==> src/rtl/dvrt_pkg.sv <==
// dvrt_pkg: shared types and constants of the distance-vector route table
// holds item codes, status codes, register indexes and the word structs
// no dependencies
`default_nettype none

package dvrt_pkg;

   // item kinds
   localparam logic [1:0] KIND_CONNECT = 2'd0;
   localparam logic [1:0] KIND_ADVERT  = 2'd1;
   localparam logic [1:0] KIND_LOOKUP  = 2'd2;
   localparam logic [1:0] KIND_DUMP    = 2'd3;

   // result status codes
   localparam logic [2:0] STATUS_INSTALLED = 3'd0;
   localparam logic [2:0] STATUS_IGNORED   = 3'd1;
   localparam logic [2:0] STATUS_FOUND     = 3'd2;
   localparam logic [2:0] STATUS_UNREACH   = 3'd3;
   localparam logic [2:0] STATUS_FULL      = 3'd4;
   localparam logic [2:0] STATUS_DUMP      = 3'd5;

   // register indexes
   localparam logic [7:0] CSR_OWN_ADDRESS = 8'd0;
   localparam logic [7:0] CSR_HOP_LIMIT   = 8'd1;

   localparam logic [3:0] HOP_LOCAL       = 4'd1;
   localparam logic [3:0] HOP_LIMIT_RESET = 4'd15;

   // classified item as held in the queue
   typedef struct packed {
      logic [1:0]  kind;
      logic [23:0] network;
      logic [31:0] gateway;
      logic [3:0]  item_hops;
      logic        over_limit;
   } item_type;

   // one result word
   typedef struct packed {
      logic [2:0]  status;
      logic [23:0] network;
      logic [31:0] gateway;
      logic [3:0]  metric;
      logic        entry_valid;
      logic        last;
   } rsp_type;

endpackage

`default_nettype wire

==> src/rtl/dvrt_front.sv <==
// dvrt_front: input side, takes request words and classifies them
// depends on dvrt_pkg
`default_nettype none

module dvrt_front (
   input  wire logic              req_tvalid,
   output logic                   req_tready,
   input  wire logic [71:0]       req_tdata,   // address, via_address, hops, zero pad
   input  wire logic [1:0]        req_tuser,   // kind
   input  wire logic [3:0]        hop_limit,
   input  wire logic              q_full,
   output logic                   push,
   output dvrt_pkg::item_type     push_item
);

   logic [31:0] address;
   logic [31:0] via_address;
   logic [3:0]  hops;
   logic [4:0]  adv_hops;
   logic        is_connect;

   assign address     = req_tdata[31:0];
   assign via_address = req_tdata[63:32];
   assign hops        = req_tdata[67:64];

   assign adv_hops   = {1'b0, hops} + 5'd1;
   assign is_connect = (req_tuser == dvrt_pkg::KIND_CONNECT);

   assign req_tready = !q_full;
   assign push       = req_tvalid && !q_full;

   always_comb begin
      push_item.kind       = req_tuser;
      push_item.network    = address[31:8];
      push_item.gateway    = is_connect ? address : via_address;
      push_item.item_hops  = is_connect ? dvrt_pkg::HOP_LOCAL : adv_hops[3:0];
      // over the limit after adding a hop
      push_item.over_limit = (adv_hops > {1'b0, hop_limit});
   end

endmodule

`default_nettype wire

==> src/rtl/dvrt_queue.sv <==
// dvrt_queue: two-entry queue between the front and the table engine
// depends on dvrt_pkg
`default_nettype none

module dvrt_queue (
   input  wire logic                clock,
   input  wire logic                reset,
   input  wire logic                push,
   input  wire dvrt_pkg::item_type  push_item,
   output logic                     full,
   input  wire logic                pop,
   output dvrt_pkg::item_type       pop_item,
   output logic                     empty
);

   dvrt_pkg::item_type entry_ff [2];
   logic       wr_ptr_ff, wr_ptr_in;
   logic       rd_ptr_ff, rd_ptr_in;
   logic [1:0] count_ff, count_in;

   assign full     = (count_ff == 2'd2);
   assign empty    = (count_ff == 2'd0);
   assign pop_item = entry_ff[rd_ptr_ff];

   always_comb begin
      wr_ptr_in = push ? !wr_ptr_ff : wr_ptr_ff;
      rd_ptr_in = pop ? !rd_ptr_ff : rd_ptr_ff;
      count_in  = count_ff;
      if (push && !pop) begin
         count_in = count_ff + 2'd1;
      end else if (pop && !push) begin
         count_in = count_ff - 2'd1;
      end
   end

   always_ff @(posedge clock) begin
      if (reset) begin
         wr_ptr_ff <= 1'b0;
         rd_ptr_ff <= 1'b0;
         count_ff  <= 2'd0;
      end else begin
         wr_ptr_ff <= wr_ptr_in;
         rd_ptr_ff <= rd_ptr_in;
         count_ff  <= count_in;
      end
   end

   always_ff @(posedge clock) begin
      if (push) begin
         entry_ff[wr_ptr_ff] <= push_item;
      end
   end

endmodule

`default_nettype wire

==> src/rtl/dvrt_back.sv <==
// dvrt_back: table engine, match cells, slot memories and result register
// depends on dvrt_pkg
`default_nettype none

module dvrt_back #(
   parameter int TABLE_ENTRIES = 16
) (
   input  wire logic                clock,
   input  wire logic                reset,
   input  wire logic [31:0]         own_address,
   input  wire logic                q_empty,
   input  wire dvrt_pkg::item_type  pop_item,
   output logic                     pop,
   output logic                     rsp_valid,
   input  wire logic                rsp_ready,
   output dvrt_pkg::rsp_type        rsp
);

   localparam int IDX_W = (TABLE_ENTRIES > 1) ? $clog2(TABLE_ENTRIES) : 1;
   localparam logic [IDX_W-1:0] LAST_IDX = IDX_W'(TABLE_ENTRIES - 1);

   typedef enum logic [7:0] {
      ST_IDLE     = 8'b0000_0001,
      ST_SEARCH   = 8'b0000_0010,
      ST_SELECT   = 8'b0000_0100,
      ST_READ     = 8'b0000_1000,
      ST_EXEC     = 8'b0001_0000,
      ST_EMPTY    = 8'b0010_0000,
      ST_DUMP_RD  = 8'b0100_0000,
      ST_DUMP_OUT = 8'b1000_0000
   } state_type;

   state_type state_ff, state_in;
   dvrt_pkg::item_type item_ff, item_in;

   logic [TABLE_ENTRIES-1:0] valid_ff, valid_in;
   logic [23:0]              cell_net_ff [TABLE_ENTRIES];
   logic [TABLE_ENTRIES-1:0] match_ff, match_in;
   logic [TABLE_ENTRIES-1:0] free_ff, free_in;
   logic                     hit_ff, hit_in;
   logic [IDX_W-1:0]         hit_idx_ff, hit_idx_in;
   logic                     free_any_ff, free_any_in;
   logic [IDX_W-1:0]         free_idx_ff, free_idx_in;
   logic [IDX_W-1:0]         dump_idx_ff, dump_idx_in;

   logic [23:0] mem_network  [TABLE_ENTRIES];
   logic [31:0] mem_gateway  [TABLE_ENTRIES];
   logic [3:0]  mem_hops     [TABLE_ENTRIES];
   logic [23:0] rd_net_ff;
   logic [31:0] rd_nh_ff;
   logic [3:0]  rd_hops_ff;
   logic             rd_en;
   logic [IDX_W-1:0] rd_addr;

   logic             wr_want, wr_en;
   logic [IDX_W-1:0] wr_addr;

   logic                 rsp_valid_ff, rsp_valid_in;
   dvrt_pkg::rsp_type    rsp_ff, rsp_in;
   dvrt_pkg::rsp_type    exec_rsp;
   logic                 out_req, out_load;
   logic [TABLE_ENTRIES-1:0] above_mask;
   logic                 dump_last;

   // match cells, each compared in place
   always_comb begin
      for (int i = 0; i < TABLE_ENTRIES; i++) begin
         match_in[i] = valid_ff[i] && (cell_net_ff[i] == item_ff.network);
         free_in[i]  = !valid_ff[i];
      end
   end

   // lowest hit and lowest free slot
   always_comb begin
      hit_in      = 1'b0;
      hit_idx_in  = '0;
      free_any_in = 1'b0;
      free_idx_in = '0;
      for (int i = TABLE_ENTRIES - 1; i >= 0; i--) begin
         if (match_ff[i]) begin
            hit_in     = 1'b1;
            hit_idx_in = IDX_W'(i);
         end
         if (free_ff[i]) begin
            free_any_in = 1'b1;
            free_idx_in = IDX_W'(i);
         end
      end
   end

   // operation decision
   always_comb begin
      exec_rsp.status      = dvrt_pkg::STATUS_IGNORED;
      exec_rsp.network     = item_ff.network;
      exec_rsp.gateway     = '0;
      exec_rsp.metric      = '0;
      exec_rsp.entry_valid = 1'b0;
      exec_rsp.last        = 1'b1;
      wr_want              = 1'b0;
      wr_addr              = hit_ff ? hit_idx_ff : free_idx_ff;
      case (item_ff.kind)
         dvrt_pkg::KIND_CONNECT: begin
            if (hit_ff || free_any_ff) begin
               wr_want = 1'b1;
            end else begin
               exec_rsp.status = dvrt_pkg::STATUS_FULL;
            end
         end
         dvrt_pkg::KIND_ADVERT: begin
            if (item_ff.over_limit) begin
               exec_rsp.status = dvrt_pkg::STATUS_IGNORED;
            end else if (hit_ff) begin
               wr_want = (item_ff.item_hops < rd_hops_ff);
            end else if (free_any_ff) begin
               wr_want = 1'b1;
            end else begin
               exec_rsp.status = dvrt_pkg::STATUS_FULL;
            end
         end
         dvrt_pkg::KIND_LOOKUP: begin
            if (hit_ff) begin
               exec_rsp.status      = dvrt_pkg::STATUS_FOUND;
               exec_rsp.gateway     = rd_nh_ff;
               exec_rsp.metric      = rd_hops_ff;
               exec_rsp.entry_valid = 1'b1;
            end else begin
               exec_rsp.status = dvrt_pkg::STATUS_UNREACH;
            end
         end
         default: begin
            exec_rsp.status = dvrt_pkg::STATUS_IGNORED;
         end
      endcase
      if (wr_want) begin
         exec_rsp.status      = dvrt_pkg::STATUS_INSTALLED;
         exec_rsp.gateway     = item_ff.gateway;
         exec_rsp.metric      = item_ff.item_hops;
         exec_rsp.entry_valid = 1'b1;
      end
   end

   // any valid slot above the dump index
   always_comb begin
      for (int i = 0; i < TABLE_ENTRIES; i++) begin
         above_mask[i] = (i > int'(dump_idx_ff));
      end
   end
   assign dump_last = !(|(valid_ff & above_mask));

   assign out_req  = (state_ff == ST_EXEC) || (state_ff == ST_EMPTY) ||
                     (state_ff == ST_DUMP_OUT);
   assign out_load = out_req && (!rsp_valid_ff || rsp_ready);
   assign wr_en    = (state_ff == ST_EXEC) && out_load && wr_want;
   assign pop      = (state_ff == ST_IDLE) && !q_empty;

   assign rd_addr = (state_ff == ST_DUMP_RD) ? dump_idx_ff : hit_idx_ff;
   assign rd_en   = (state_ff == ST_READ) ||
                    ((state_ff == ST_DUMP_RD) && valid_ff[dump_idx_ff]);

   always_comb begin
      state_in    = state_ff;
      item_in     = item_ff;
      dump_idx_in = dump_idx_ff;
      valid_in    = valid_ff;
      if (wr_en) begin
         valid_in[wr_addr] = 1'b1;
      end
      case (state_ff)
         ST_IDLE: begin
            if (pop) begin
               item_in     = pop_item;
               dump_idx_in = '0;
               if (pop_item.kind != dvrt_pkg::KIND_DUMP) begin
                  state_in = ST_SEARCH;
               end else if (|valid_ff) begin
                  state_in = ST_DUMP_RD;
               end else begin
                  state_in = ST_EMPTY;
               end
            end
         end
         ST_SEARCH: state_in = ST_SELECT;
         ST_SELECT: state_in = ST_READ;
         ST_READ:   state_in = ST_EXEC;
         ST_EXEC, ST_EMPTY: begin
            if (out_load) begin
               state_in = ST_IDLE;
            end
         end
         ST_DUMP_RD: begin
            if (valid_ff[dump_idx_ff]) begin
               state_in = ST_DUMP_OUT;
            end else begin
               dump_idx_in = dump_idx_ff + IDX_W'(1);
            end
         end
         ST_DUMP_OUT: begin
            if (out_load) begin
               if (dump_last || (dump_idx_ff == LAST_IDX)) begin
                  state_in = ST_IDLE;
               end else begin
                  dump_idx_in = dump_idx_ff + IDX_W'(1);
                  state_in    = ST_DUMP_RD;
               end
            end
         end
         default: state_in = ST_IDLE;
      endcase
   end

   always_comb begin
      rsp_in = exec_rsp;
      case (state_ff)
         ST_EMPTY: begin
            rsp_in             = '0;
            rsp_in.status      = dvrt_pkg::STATUS_DUMP;
            rsp_in.last        = 1'b1;
         end
         ST_DUMP_OUT: begin
            rsp_in.status      = dvrt_pkg::STATUS_DUMP;
            rsp_in.network     = rd_net_ff;
            rsp_in.gateway     = own_address;
            rsp_in.metric      = rd_hops_ff;
            rsp_in.entry_valid = 1'b1;
            rsp_in.last        = dump_last;
         end
         default: rsp_in = exec_rsp;
      endcase
      rsp_valid_in = out_load ? 1'b1 : (rsp_ready ? 1'b0 : rsp_valid_ff);
   end

   always_ff @(posedge clock) begin
      if (reset) begin
         state_ff     <= ST_IDLE;
         valid_ff     <= '0;
         rsp_valid_ff <= 1'b0;
      end else begin
         state_ff     <= state_in;
         valid_ff     <= valid_in;
         rsp_valid_ff <= rsp_valid_in;
      end
   end

   always_ff @(posedge clock) begin
      item_ff     <= item_in;
      dump_idx_ff <= dump_idx_in;
      match_ff    <= match_in;
      free_ff     <= free_in;
      hit_ff      <= hit_in;
      hit_idx_ff  <= hit_idx_in;
      free_any_ff <= free_any_in;
      free_idx_ff <= free_idx_in;
      if (out_load) begin
         rsp_ff <= rsp_in;
      end
      if (wr_en) begin
         cell_net_ff[wr_addr] <= item_ff.network;
      end
   end

   // slot memories, one write and one registered read port
   always_ff @(posedge clock) begin
      if (wr_en) begin
         mem_network[wr_addr] <= item_ff.network;
         mem_gateway[wr_addr] <= item_ff.gateway;
         mem_hops[wr_addr]    <= item_ff.item_hops;
      end
      if (rd_en) begin
         rd_net_ff  <= mem_network[rd_addr];
         rd_nh_ff   <= mem_gateway[rd_addr];
         rd_hops_ff <= mem_hops[rd_addr];
      end
   end

   assign rsp_valid = rsp_valid_ff;
   assign rsp       = rsp_ff;

   // a word without an entry carries no route
   a_no_entry_zero: assert property (@(posedge clock) disable iff (reset)
      rsp_valid_ff && !rsp_ff.entry_valid |-> rsp_ff.gateway == '0 && rsp_ff.metric == '0)
      else $error("word without entry carries route data");

   // a written slot becomes valid
   a_write_sets_valid: assert property (@(posedge clock) disable iff (reset)
      wr_en |=> valid_ff[$past(wr_addr)])
      else $error("slot write did not set valid bit");

   // only dumps give more than one word per item
   a_single_last: assert property (@(posedge clock) disable iff (reset)
      out_load && (state_ff == ST_EXEC) |-> rsp_in.last)
      else $error("single-word item without last");

   // a dump word always comes from a valid slot
   a_dump_from_valid: assert property (@(posedge clock) disable iff (reset)
      state_ff == ST_DUMP_OUT |-> valid_ff[dump_idx_ff])
      else $error("dump word from an empty slot");

endmodule

`default_nettype wire

==> src/rtl/distance_vector_route_table_unit.sv <==
// distance_vector_route_table_unit: top level of the distance-vector route table
// holds the register port and joins front, queue and table engine
// depends on dvrt_pkg, dvrt_front, dvrt_queue, dvrt_back
// a connect, advertisement or lookup word is popped from the queue, then passes the search,
// select, read and update states; the next item is popped only once its result is loaded
// a dump pops, then reads slots in order and outputs each valid one, to the last valid slot
// reset clears the valid bits, the queue and the result valid flag at once, no clearing pass
// own_address resets to 0 and hop_limit to 15
`default_nettype none

module distance_vector_route_table_unit #(
   parameter int TABLE_ENTRIES = 16
) (
   input  wire logic        clock,
   input  wire logic        reset,
   // request words
   input  wire logic        req_tvalid,
   output logic             req_tready,
   input  wire logic [71:0] req_tdata,   // address [31:0], via_address [63:32], hops [67:64]
   input  wire logic [1:0]  req_tuser,   // kind [1:0]
   // result words
   output logic             rsp_tvalid,
   input  wire logic        rsp_tready,
   output logic [63:0]      rsp_tdata,   // network [23:0], gateway [55:24], metric [59:56]
   output logic [3:0]       rsp_tuser,   // status [2:0], entry_valid [3]
   output logic             rsp_tlast,
   // register writes
   input  wire logic        csr_valid,
   output logic             csr_ready,
   input  wire logic [7:0]  csr_index,
   input  wire logic [31:0] csr_data
);

   logic [31:0] own_address_ff, own_address_in;
   logic [3:0]  hop_limit_ff, hop_limit_in;

   logic               q_full, q_empty, push, pop;
   dvrt_pkg::item_type push_item, pop_item;
   dvrt_pkg::rsp_type  rsp;

   // register port never stalls
   assign csr_ready = 1'b1;

   always_comb begin
      own_address_in = own_address_ff;
      hop_limit_in   = hop_limit_ff;
      if (csr_valid) begin
         case (csr_index)
            dvrt_pkg::CSR_OWN_ADDRESS: own_address_in = csr_data;
            dvrt_pkg::CSR_HOP_LIMIT:   hop_limit_in   = csr_data[3:0];
            default: begin
               // unknown index, write dropped
               own_address_in = own_address_ff;
            end
         endcase
      end
   end

   always_ff @(posedge clock) begin
      if (reset) begin
         own_address_ff <= '0;
         hop_limit_ff   <= dvrt_pkg::HOP_LIMIT_RESET;
      end else begin
         own_address_ff <= own_address_in;
         hop_limit_ff   <= hop_limit_in;
      end
   end

   // front: takes words and works out network, gateway and new hop count
   dvrt_front u_front (
      .req_tvalid (req_tvalid),
      .req_tready (req_tready),
      .req_tdata  (req_tdata),
      .req_tuser  (req_tuser),
      .hop_limit  (hop_limit_ff),
      .q_full     (q_full),
      .push       (push),
      .push_item  (push_item)
   );

   // short queue so the front keeps taking words while the engine works
   dvrt_queue u_queue (
      .clock     (clock),
      .reset     (reset),
      .push      (push),
      .push_item (push_item),
      .full      (q_full),
      .pop       (pop),
      .pop_item  (pop_item),
      .empty     (q_empty)
   );

   // table engine with its own result register
   dvrt_back #(
      .TABLE_ENTRIES (TABLE_ENTRIES)
   ) u_back (
      .clock       (clock),
      .reset       (reset),
      .own_address (own_address_ff),
      .q_empty     (q_empty),
      .pop_item    (pop_item),
      .pop         (pop),
      .rsp_valid   (rsp_tvalid),
      .rsp_ready   (rsp_tready),
      .rsp         (rsp)
   );

   // result word packing
   assign rsp_tdata = {4'd0, rsp.metric, rsp.gateway, rsp.network};
   assign rsp_tuser = {rsp.entry_valid, rsp.status};
   assign rsp_tlast = rsp.last;

endmodule

`default_nettype wire

==> config.mk <==
export PLATFORM = sky130hd
export DESIGN_NAME = distance_vector_route_table_unit
export DESIGN_NICKNAME = d
export VERILOG_FILES = /design/src/rtl/dvrt_pkg.sv /design/src/rtl/dvrt_front.sv /design/src/rtl/dvrt_queue.sv /design/src/rtl/dvrt_back.sv /design/src/rtl/distance_vector_route_table_unit.sv
export SDC_FILE = /design/constraint.sdc
export NUM_CORES = 2
export LEC_CHECK = 0
export BUFFER_PORTS_ARGS = -buffer_cell sky130_fd_sc_hd__clkbuf_2
export CORE_MARGIN = 1
export CORE_UTILIZATION = 45
export CTS_CLUSTER_SIZE = 28
export DETAILED_ROUTE_END_ITERATION = 7
export GPL_TIMING_DRIVEN = 0
export PLACE_DENSITY = 0.72
export SETUP_SLACK_MARGIN = 0.02
export SLEW_MARGIN = 20
export SYNTH_ARGS = -nofsm -noshare
export SYNTH_HDL_FRONTEND = slang
export SYNTH_SLANG_ARGS = --single-unit
==> constraint.sdc <==
create_clock -name clock -period 6.7 [get_ports clock]
set_clock_uncertainty 0.15 [all_clocks]
set_input_delay 1.34 -clock clock [delete_from_list [all_inputs] [get_ports clock]]
set_output_delay 1.34 -clock clock [all_outputs]
set_load 0.05 [all_outputs]
# After elaboration in Yosys (flattened, before gate mapping)
# Memories as Yosys holds them, arrays and structs flattened. A register that Yosys moved wholly into a read port is not among the register bits.
# Cells that the tools add are included.
# Widths: inputs -> output; s select.
word_totals:
  n_memories: 5
  out_inout_bits: 72
  wordCells: 256
  input_bits: 119
  regBits: 239
  mem_bits_rw: 1470
classes:
  n_mux: 79
  add_sub_neg: 4
  bitwise_logic: 2
  n_reduce_logical: 78
  magnitude_cmp: 20
  n_eq_ne: 36
mem_list:
  columns: ["name", "depth", "word_bits", "rd", "rd_clocked_by_memory_dff", "write_ports", "line", "source"]
  rows:
  - ["u_back.mem_gateway", 16, 32, 1, 1, 1, "dvrt_back.sv:47", "logic [31:0] mem_gateway [TABLE_ENTRIES];"]
  - ["u_back.cell_net_ff", 16, 24, 16, 0, 1, "dvrt_back.sv:37", "logic [23:0] cell_net_ff [TABLE_ENTRIES];"]
  - ["u_back.mem_network", 16, 24, 1, 1, 1, "dvrt_back.sv:46", "logic [23:0] mem_network [TABLE_ENTRIES];"]
  - ["u_queue.entry_ff", 2, 63, 1, 1, 1, "dvrt_queue.sv:16", "dvrt_pkg::item_type entry_ff [2];"]
  - ["u_back.mem_hops", 16, 4, 1, 1, 1, "dvrt_back.sv:48", "logic [3:0] mem_hops [TABLE_ENTRIES];"]
op_table:
  columns: ["cell", "n"]
  rows:
  - ["$eq 24x24->1", 16]
  - ["$pmux 65 s2", 1]
  - ["$mux 37", 3]
  - ["$mux 4", 23]
  - ["$pmux 8 s7", 1]
  - ["$mux 8", 5]
  - ["$mux 3", 13]
  - ["$gt 4x4->1 const A", 8]
  - ["$mux 32", 1]
  - ["$reduce_or 16->1", 2]
  - ["$reduce_or 15->1", 2]
  - ["$logic_and 1x1->1", 25]
  - ["$logic_not 1->1", 24]
  - ["$mux 1", 19]
  - ["$and 16x16->16", 1]
  - ["$eq 8x1->1 const B", 2]
  - ["$gt 3x4->1 const A", 4]
  - ["$or 16x16->16", 1]
  - ["$reduce_or 8->1", 2]
  - ["$mux 7", 2]
  - ["$mux 2", 6]
  - ["$pmux 4 s3", 1]
  - ["$lt 4x5->1 const B", 2]
  - ["$ne 2x2->1 const B", 5]
  - ["34 further kinds", 50]

# Logic depth before layout (Yosys ltp)
depth:
  word_depth: 15
  depth_mapped: 13
  ltp_nobuf: 8

# Modules after synthesis
# From an unflattened synthesis, not the netlist that was laid out.
unflattened:
  cells_unflattened: 4974
  area_unflattened_um2: 63704.8
modules_own_cells:
  columns: ["mod", "area_each_um2", "n_inst", "cells_per_inst"]
  rows:
  - ["dvrt_back", 56475.4, 1, 4504]
  - ["dvrt_queue", 4773.3, 1, 218]
  - ["distance_vector_route_table_unit", 1671.6, 1, 167]
  - ["dvrt_front", 784.5, 1, 85]

# Worst setup path before layout
# OpenSTA, ideal clock, no wires.
synth_path:
  path_kind: "input to register"
  from: "input port rsp_tready"
  to: "memory u_back.mem_gateway[4][0] (enable)"
  setup_ps: 478
  slack_ps: 1300
  cell_stages: 6
  path_buffers: 0
  t_arrival_ps: 4772
  path_cell_list: "nor2b_1 -> nor4b_1 -> nand2_1 -> a211oi_1 -> nand2_1 -> nor2_1"
synth_via:
  elab_chain_len: 6
synth_rtl:
  columns: ["element", "line", "source"]
  rows:
  - ["start: declaration", "distance_vector_route_table_unit.sv:23", "input wire logic rsp_tready,"]
  - ["$logic_or 1x1->1", "dvrt_back.sv:152", "assign out_load = out_req && (!rsp_valid_ff || rsp_ready);"]
  - ["$logic_and 1x1->1", "dvrt_back.sv:152", null]
  - ["$logic_and 1x1->1 (2 in a row)", "dvrt_back.sv:153", "assign wr_en = (state_ff == ST_EXEC) && out_load && wr_want;"]
  - ["$mux 1", "dvrt_back.sv:263", "if (wr_en) begin"]
  - ["$mux 1 (implied by the code)", "dvrt_back.sv:265", "mem_gateway[wr_addr] <= item_ff.gateway;"]
  - ["end: declaration", "dvrt_back.sv:47", null]
# Every way passes these cells.

# Final worst setup path
layout_path:
  from: "register u_back.dump_idx_ff[0]"
  to: "register u_back.dump_idx_ff[1] (enable)"
layout_via:
  elab_chain_len: 7
layout_rtl:
  columns: ["element", "line", "source"]
  rows:
  - ["start: declaration", "dvrt_back.sv:44", "logic [IDX_W-1:0] dump_idx_ff, dump_idx_in;"]
  - ["start signal: assignment", "dvrt_back.sv:246", "dump_idx_ff <= dump_idx_in;"]
  - ["$gt 1x4->1 (tied with other cells)", "dvrt_back.sv:145", "above_mask[i] = (i > int'(dump_idx_ff));"]
  - ["$and 16x16->16", "dvrt_back.sv:148", "assign dump_last = !(|(valid_ff & above_mask));"]
  - ["$reduce_or 16->1", "dvrt_back.sv:148", null]
  - ["$logic_not 1->1", "dvrt_back.sv:148", null]
  - ["$logic_or 1x1->1", "dvrt_back.sv:199", "if (dump_last || (dump_idx_ff == LAST_IDX)) begin"]
  - ["$ne 2x2->1 (no source line)", null, null]
  - ["$reduce_and 5->1 (no source line) (*)", null, null]
# Every way passes the cells marked *; elsewhere a longest branch is shown, timed or not. The select of a mux whose other input is x is not followed.
# A chain may end at the register's enable or synchronous reset.

==> metrics.txt <==
worst setup margin=0.7185 ns; Yosys top cell area share=0.6030; global route total overflow=0; Final setup viols=0; via count=roughly 51000; flop2flop setup slack=between 0.7 and 0.8 ns; crit path buf inv count=6; Most common cell on crit path=clkbuf_1; routed len/inst=around 37 µm; hold crit path type=flop to flop; met2 wire length=between 100000 and 150000 µm; endpoint class of the critical path=flop; hpwl dp=between 150000 and 200000 µm; Crit path depth=13; Num Clock Sinks=roughly 1400; largest net degree at the start of global routing=47; ys flop type=edfxtp_1; root buf cell=clkbuf_16; Async SR Flop Fraction=0; clk_lat worst skew=~0.83 ns; Setup crit start=u_back.dump_idx_ff[0]$_SDFFCE_PN0P_; Avg Cell Area, Syn=between 10 and 15 µm²; CP Class=flop to flop; first-pass GRT wire length=369100 µm; post-layout min period=~6 ns; number of global-route vias before repair=47530; cell family with most CP delay=buffers and inverters; failing checks=design-rule violations; post-synth top area cell=edfxtp_1; FP Rows=between 100 and 150; Top Ports=approximately 190; worst path cell trace=buf_2 > clkbuf_1 > clkbuf_1 > clkbuf_1 > buf_1 > inv_1 > ha_1 > o31ai_1 > a222oi_1 > nand2_1 > o31ai_1 > nand2_1 > and3_1; nets=5564; Area Growth Syn to Fin=15.53%; max layer used=met5; CP Data Arrival Time=6.34 ns; CTS tree=done; Seq cells post-synth=1386; worst r2r src=u_back.dump_idx_ff[0]$_SDFFCE_PN0P_; 1st-iter DRT viols=approximately 9700; M1 WL=between 90000 and 100000 µm; Gates resized, CTS repair=0; number of synthesized flops with an enable pin=~1300; GR Util All Layers=0.3722; MaxCap Viol Count=0; Core Footprint=0.1399 mm²; synth warn=0; Starting Density=0.4550; setup bufs post-CTS=0; initial antenna violation count=12; met3 routed WL=about 40000 µm; Worst Setup EP=u_back.dump_idx_ff[1]$_SDFFCE_PN0P_; IO Port Bufs=180; ANT nets after route=0; GPL Wtd Cong=1.085; Max Transition Viols Final=0; critical path's largest stage delay=0.83 ns; sequential-to-total area share from yosys stat=0.6370; Gate Count Post-Synth=around 5000; Synth area leaders=edfxtp_1, a21oi_1, mux2i_1, xor2_1, dfxtp_1; power per cell area=365.5 mW/mm²; crit path max fanout=10; Via density=6.852; die outline width=around 380 µm; Yosys cell types=72; Tcrit/Tclk final=0.8928; Filler cells=~12000; Req. time, crit path=slightly above 7 ns; Peak VDD IR=~0.34 mV; CP max-delay cell=clkbuf_1; worst slew pin tran=1.366 ns; Die H=378.1 µm; CTS Buffer Depth=3; share of cells above drive strength 1=0.1405; die area=between 0.1 and 0.15 mm²; Post-CTS Hold Fix Bufs=0; startpoint types=flop; worst reg2reg path endpoint=u_back.dump_idx_ff[1]$_SDFFCE_PN0P_; status=finished with violations; RSZ-0062 raised after global routing=no; routed wire length=271700 µm; Num CTS Buffers=around 150; Rel. slew slack=0.08932; TNS Setup=0 ns; Fmax achieved=167.2 MHz; worst slack at placement=roughly 1.1 ns; # DRC=1; Leakage=24.49 nW; first-pass iteration count of the detailed router=8; synthesized area=roughly 0.064 mm²; Reg2Reg Depth=13; Reg clk slew, reported paths=roughly 0.060 ns; Fin. Hold Viols=0; htree depth=4
-- worst reg2reg max path, cell delays in order, from the launching register on --
cell and delay (ns):
edfxtp_1 0.38, buf_2 0.36, clkbuf_1 0.73, clkbuf_1 0.84
clkbuf_1 0.82, buf_1 0.56, inv_1 0.16, ha_1 0.32
o31ai_1 0.44, a222oi_1 0.12, nand2_1 0.15, o31ai_1 0.24
nand2_1 0.13, and3_1 0.27
-- power breakdown --
part / internal [W] / switching (W)
Clock: 0.00450 / 0.00368
Combinational: 0.00170 / 0.00503
Sequential: 0.0107 / 0.00123
-- logic make-up (layout without fill, tap and decap cells) --
group	count (synthesis)	after routing	synth area share
other cells	2	10	0.0001180
buf+inv	449	971	0.02851
fa+ha+maj	13	13	0.002556
mux	335	335	0.05554
compound gates	1359	1359	0.1398
simple gates	1088	1088	0.08216
flops	1386	1386	0.6370
xor+xnor	395	395	0.05436
-- layout make-up --
cell class / count / area [µm²] / share of cell area
antenna: 5 / 12.51 / 0.0001702
buffer: 408 / 1693 / 0.02303
clock buffer: 184 / 3929 / 0.05344
clock inverter: 84 / 855.8 / 0.01164
inverter: 41 / 156.4 / 0.002127
multi-input combinational: 3195 / 21480 / 0.2921
sequential: 1386 / 40540 / 0.5514
tap: 1876 / 2347 / 0.03193
timing repair buffer: 254 / 2511 / 0.03415
-- flip-flops by register name, summed over array words and instances (netlist names), 2 cells and up, named ones only --
register / flops
u_back.exec_rsp: 24
u_back.rd_hops_ff: 4
u_back.mem_hops: 64
u_back.item_ff: 39
u_back.rd_net_ff: 24
u_back.state_ff: 8
u_queue.count_ff: 2
u_back.free_ff: 16
u_back.mem_network: 192
u_back.rd_nh_ff: 32
u_queue.entry_ff: 126
u_back.valid_ff: 16
u_back.rsp: 65
u_back.match_ff: 16
u_back.cell_net_ff: 192
own_address_ff: 32
u_back.mem_gateway: 512
hop_limit_ff: 4
u_back.dump_idx_ff: 4
u_back.hit_idx_ff: 4
u_back.free_idx_ff: 4
-- worst min path at each step --
stage          slack (ns)                             from  cells past startpoint                               to
3_3_place_gp         0.29   own_address_ff[5]$_SDFFE_PP0P_                      2   own_address_ff[5]$_SDFFE_PP0P_
5_1_grt              0.32  own_address_ff[17]$_SDFFE_PP0P_                      2  own_address_ff[17]$_SDFFE_PP0P_
3_5_place_dp         0.30  own_address_ff[15]$_SDFFE_PP0P_                      2  own_address_ff[15]$_SDFFE_PP0P_
2_1_floorplan        0.24  u_back.valid_ff[0]$_SDFFE_PP0P_                      1        u_back.free_ff[0]$_DFF_P_
6_report             0.31  own_address_ff[15]$_SDFFE_PP0P_                      2  own_address_ff[15]$_SDFFE_PP0P_
4_1_cts              0.30  own_address_ff[15]$_SDFFE_PP0P_                      2  own_address_ff[15]$_SDFFE_PP0P_
-- synth_stat cells (all sizes together) (9+ instances only) --
master	count
edfxtp	1278
a21oi	556
nand2	421
clkbuf	304
xor2	247
mux2i	235
nand3	192
nor4	158
xnor2	148
o21ai	139
nor2	117
dfxtp	108
a31o	106
buf	104
a21boi	102
mux2	95
or3	62
o22a	61
o311ai	60
a31oi	47
nor3	47
a32oi	43
a221oi	42
inv	40
nand4	35
o22ai	35
a22oi	33
a22o	30
a211oi	23
a211o	20
o211ai	19
a221o	18
ha	13
nor2b	9
-- layer usage --
metal,vias up,global-route usage
li1,20200,-
met4,8,0.2355
met2,4798,0.5399
met1,24930,0.4756
met3,1003,0.1270
met5,-,0
-- metrics by stage --
step / cells / utilization / hold WS (ns) / instance area (µm²) / power, W
2_1_floorplan: 5030 / - / 0.2441 / 63650 / 0.01478
3_5_place_dp: 7160 / 0.4912 / 0.2965 / 68700 / 0.01831
3_3_place_gp: 7086 / 0.4783 / 0.2933 / 66900 / 0.01813
6_report: 7433 / 0.5256 / 0.3050 / 73520 / 0.02687
5_1_grt: 7429 / 0.5256 / 0.3222 / 73510 / 0.02708
4_1_cts: 7428 / 0.5254 / 0.3042 / 73490 / 0.02629
-- cell usage in the layout, fill, tap and decap left out, types with 98 or more instances in the layout --
master and count:
edfxtp_1 1278, a21oi_1 556, nand2_1 420, clkbuf_1 305
xor2_1 247, mux2i_1 235, clkbuf_2 206, nand3_1 192
nor4_1 154, xnor2_1 148, clkbuf_16 148, o21ai_0 136
dfxtp_1 108, a21boi_0 102, nor2_1 98
No activity file was read; power rests on OpenSTA's default activity.
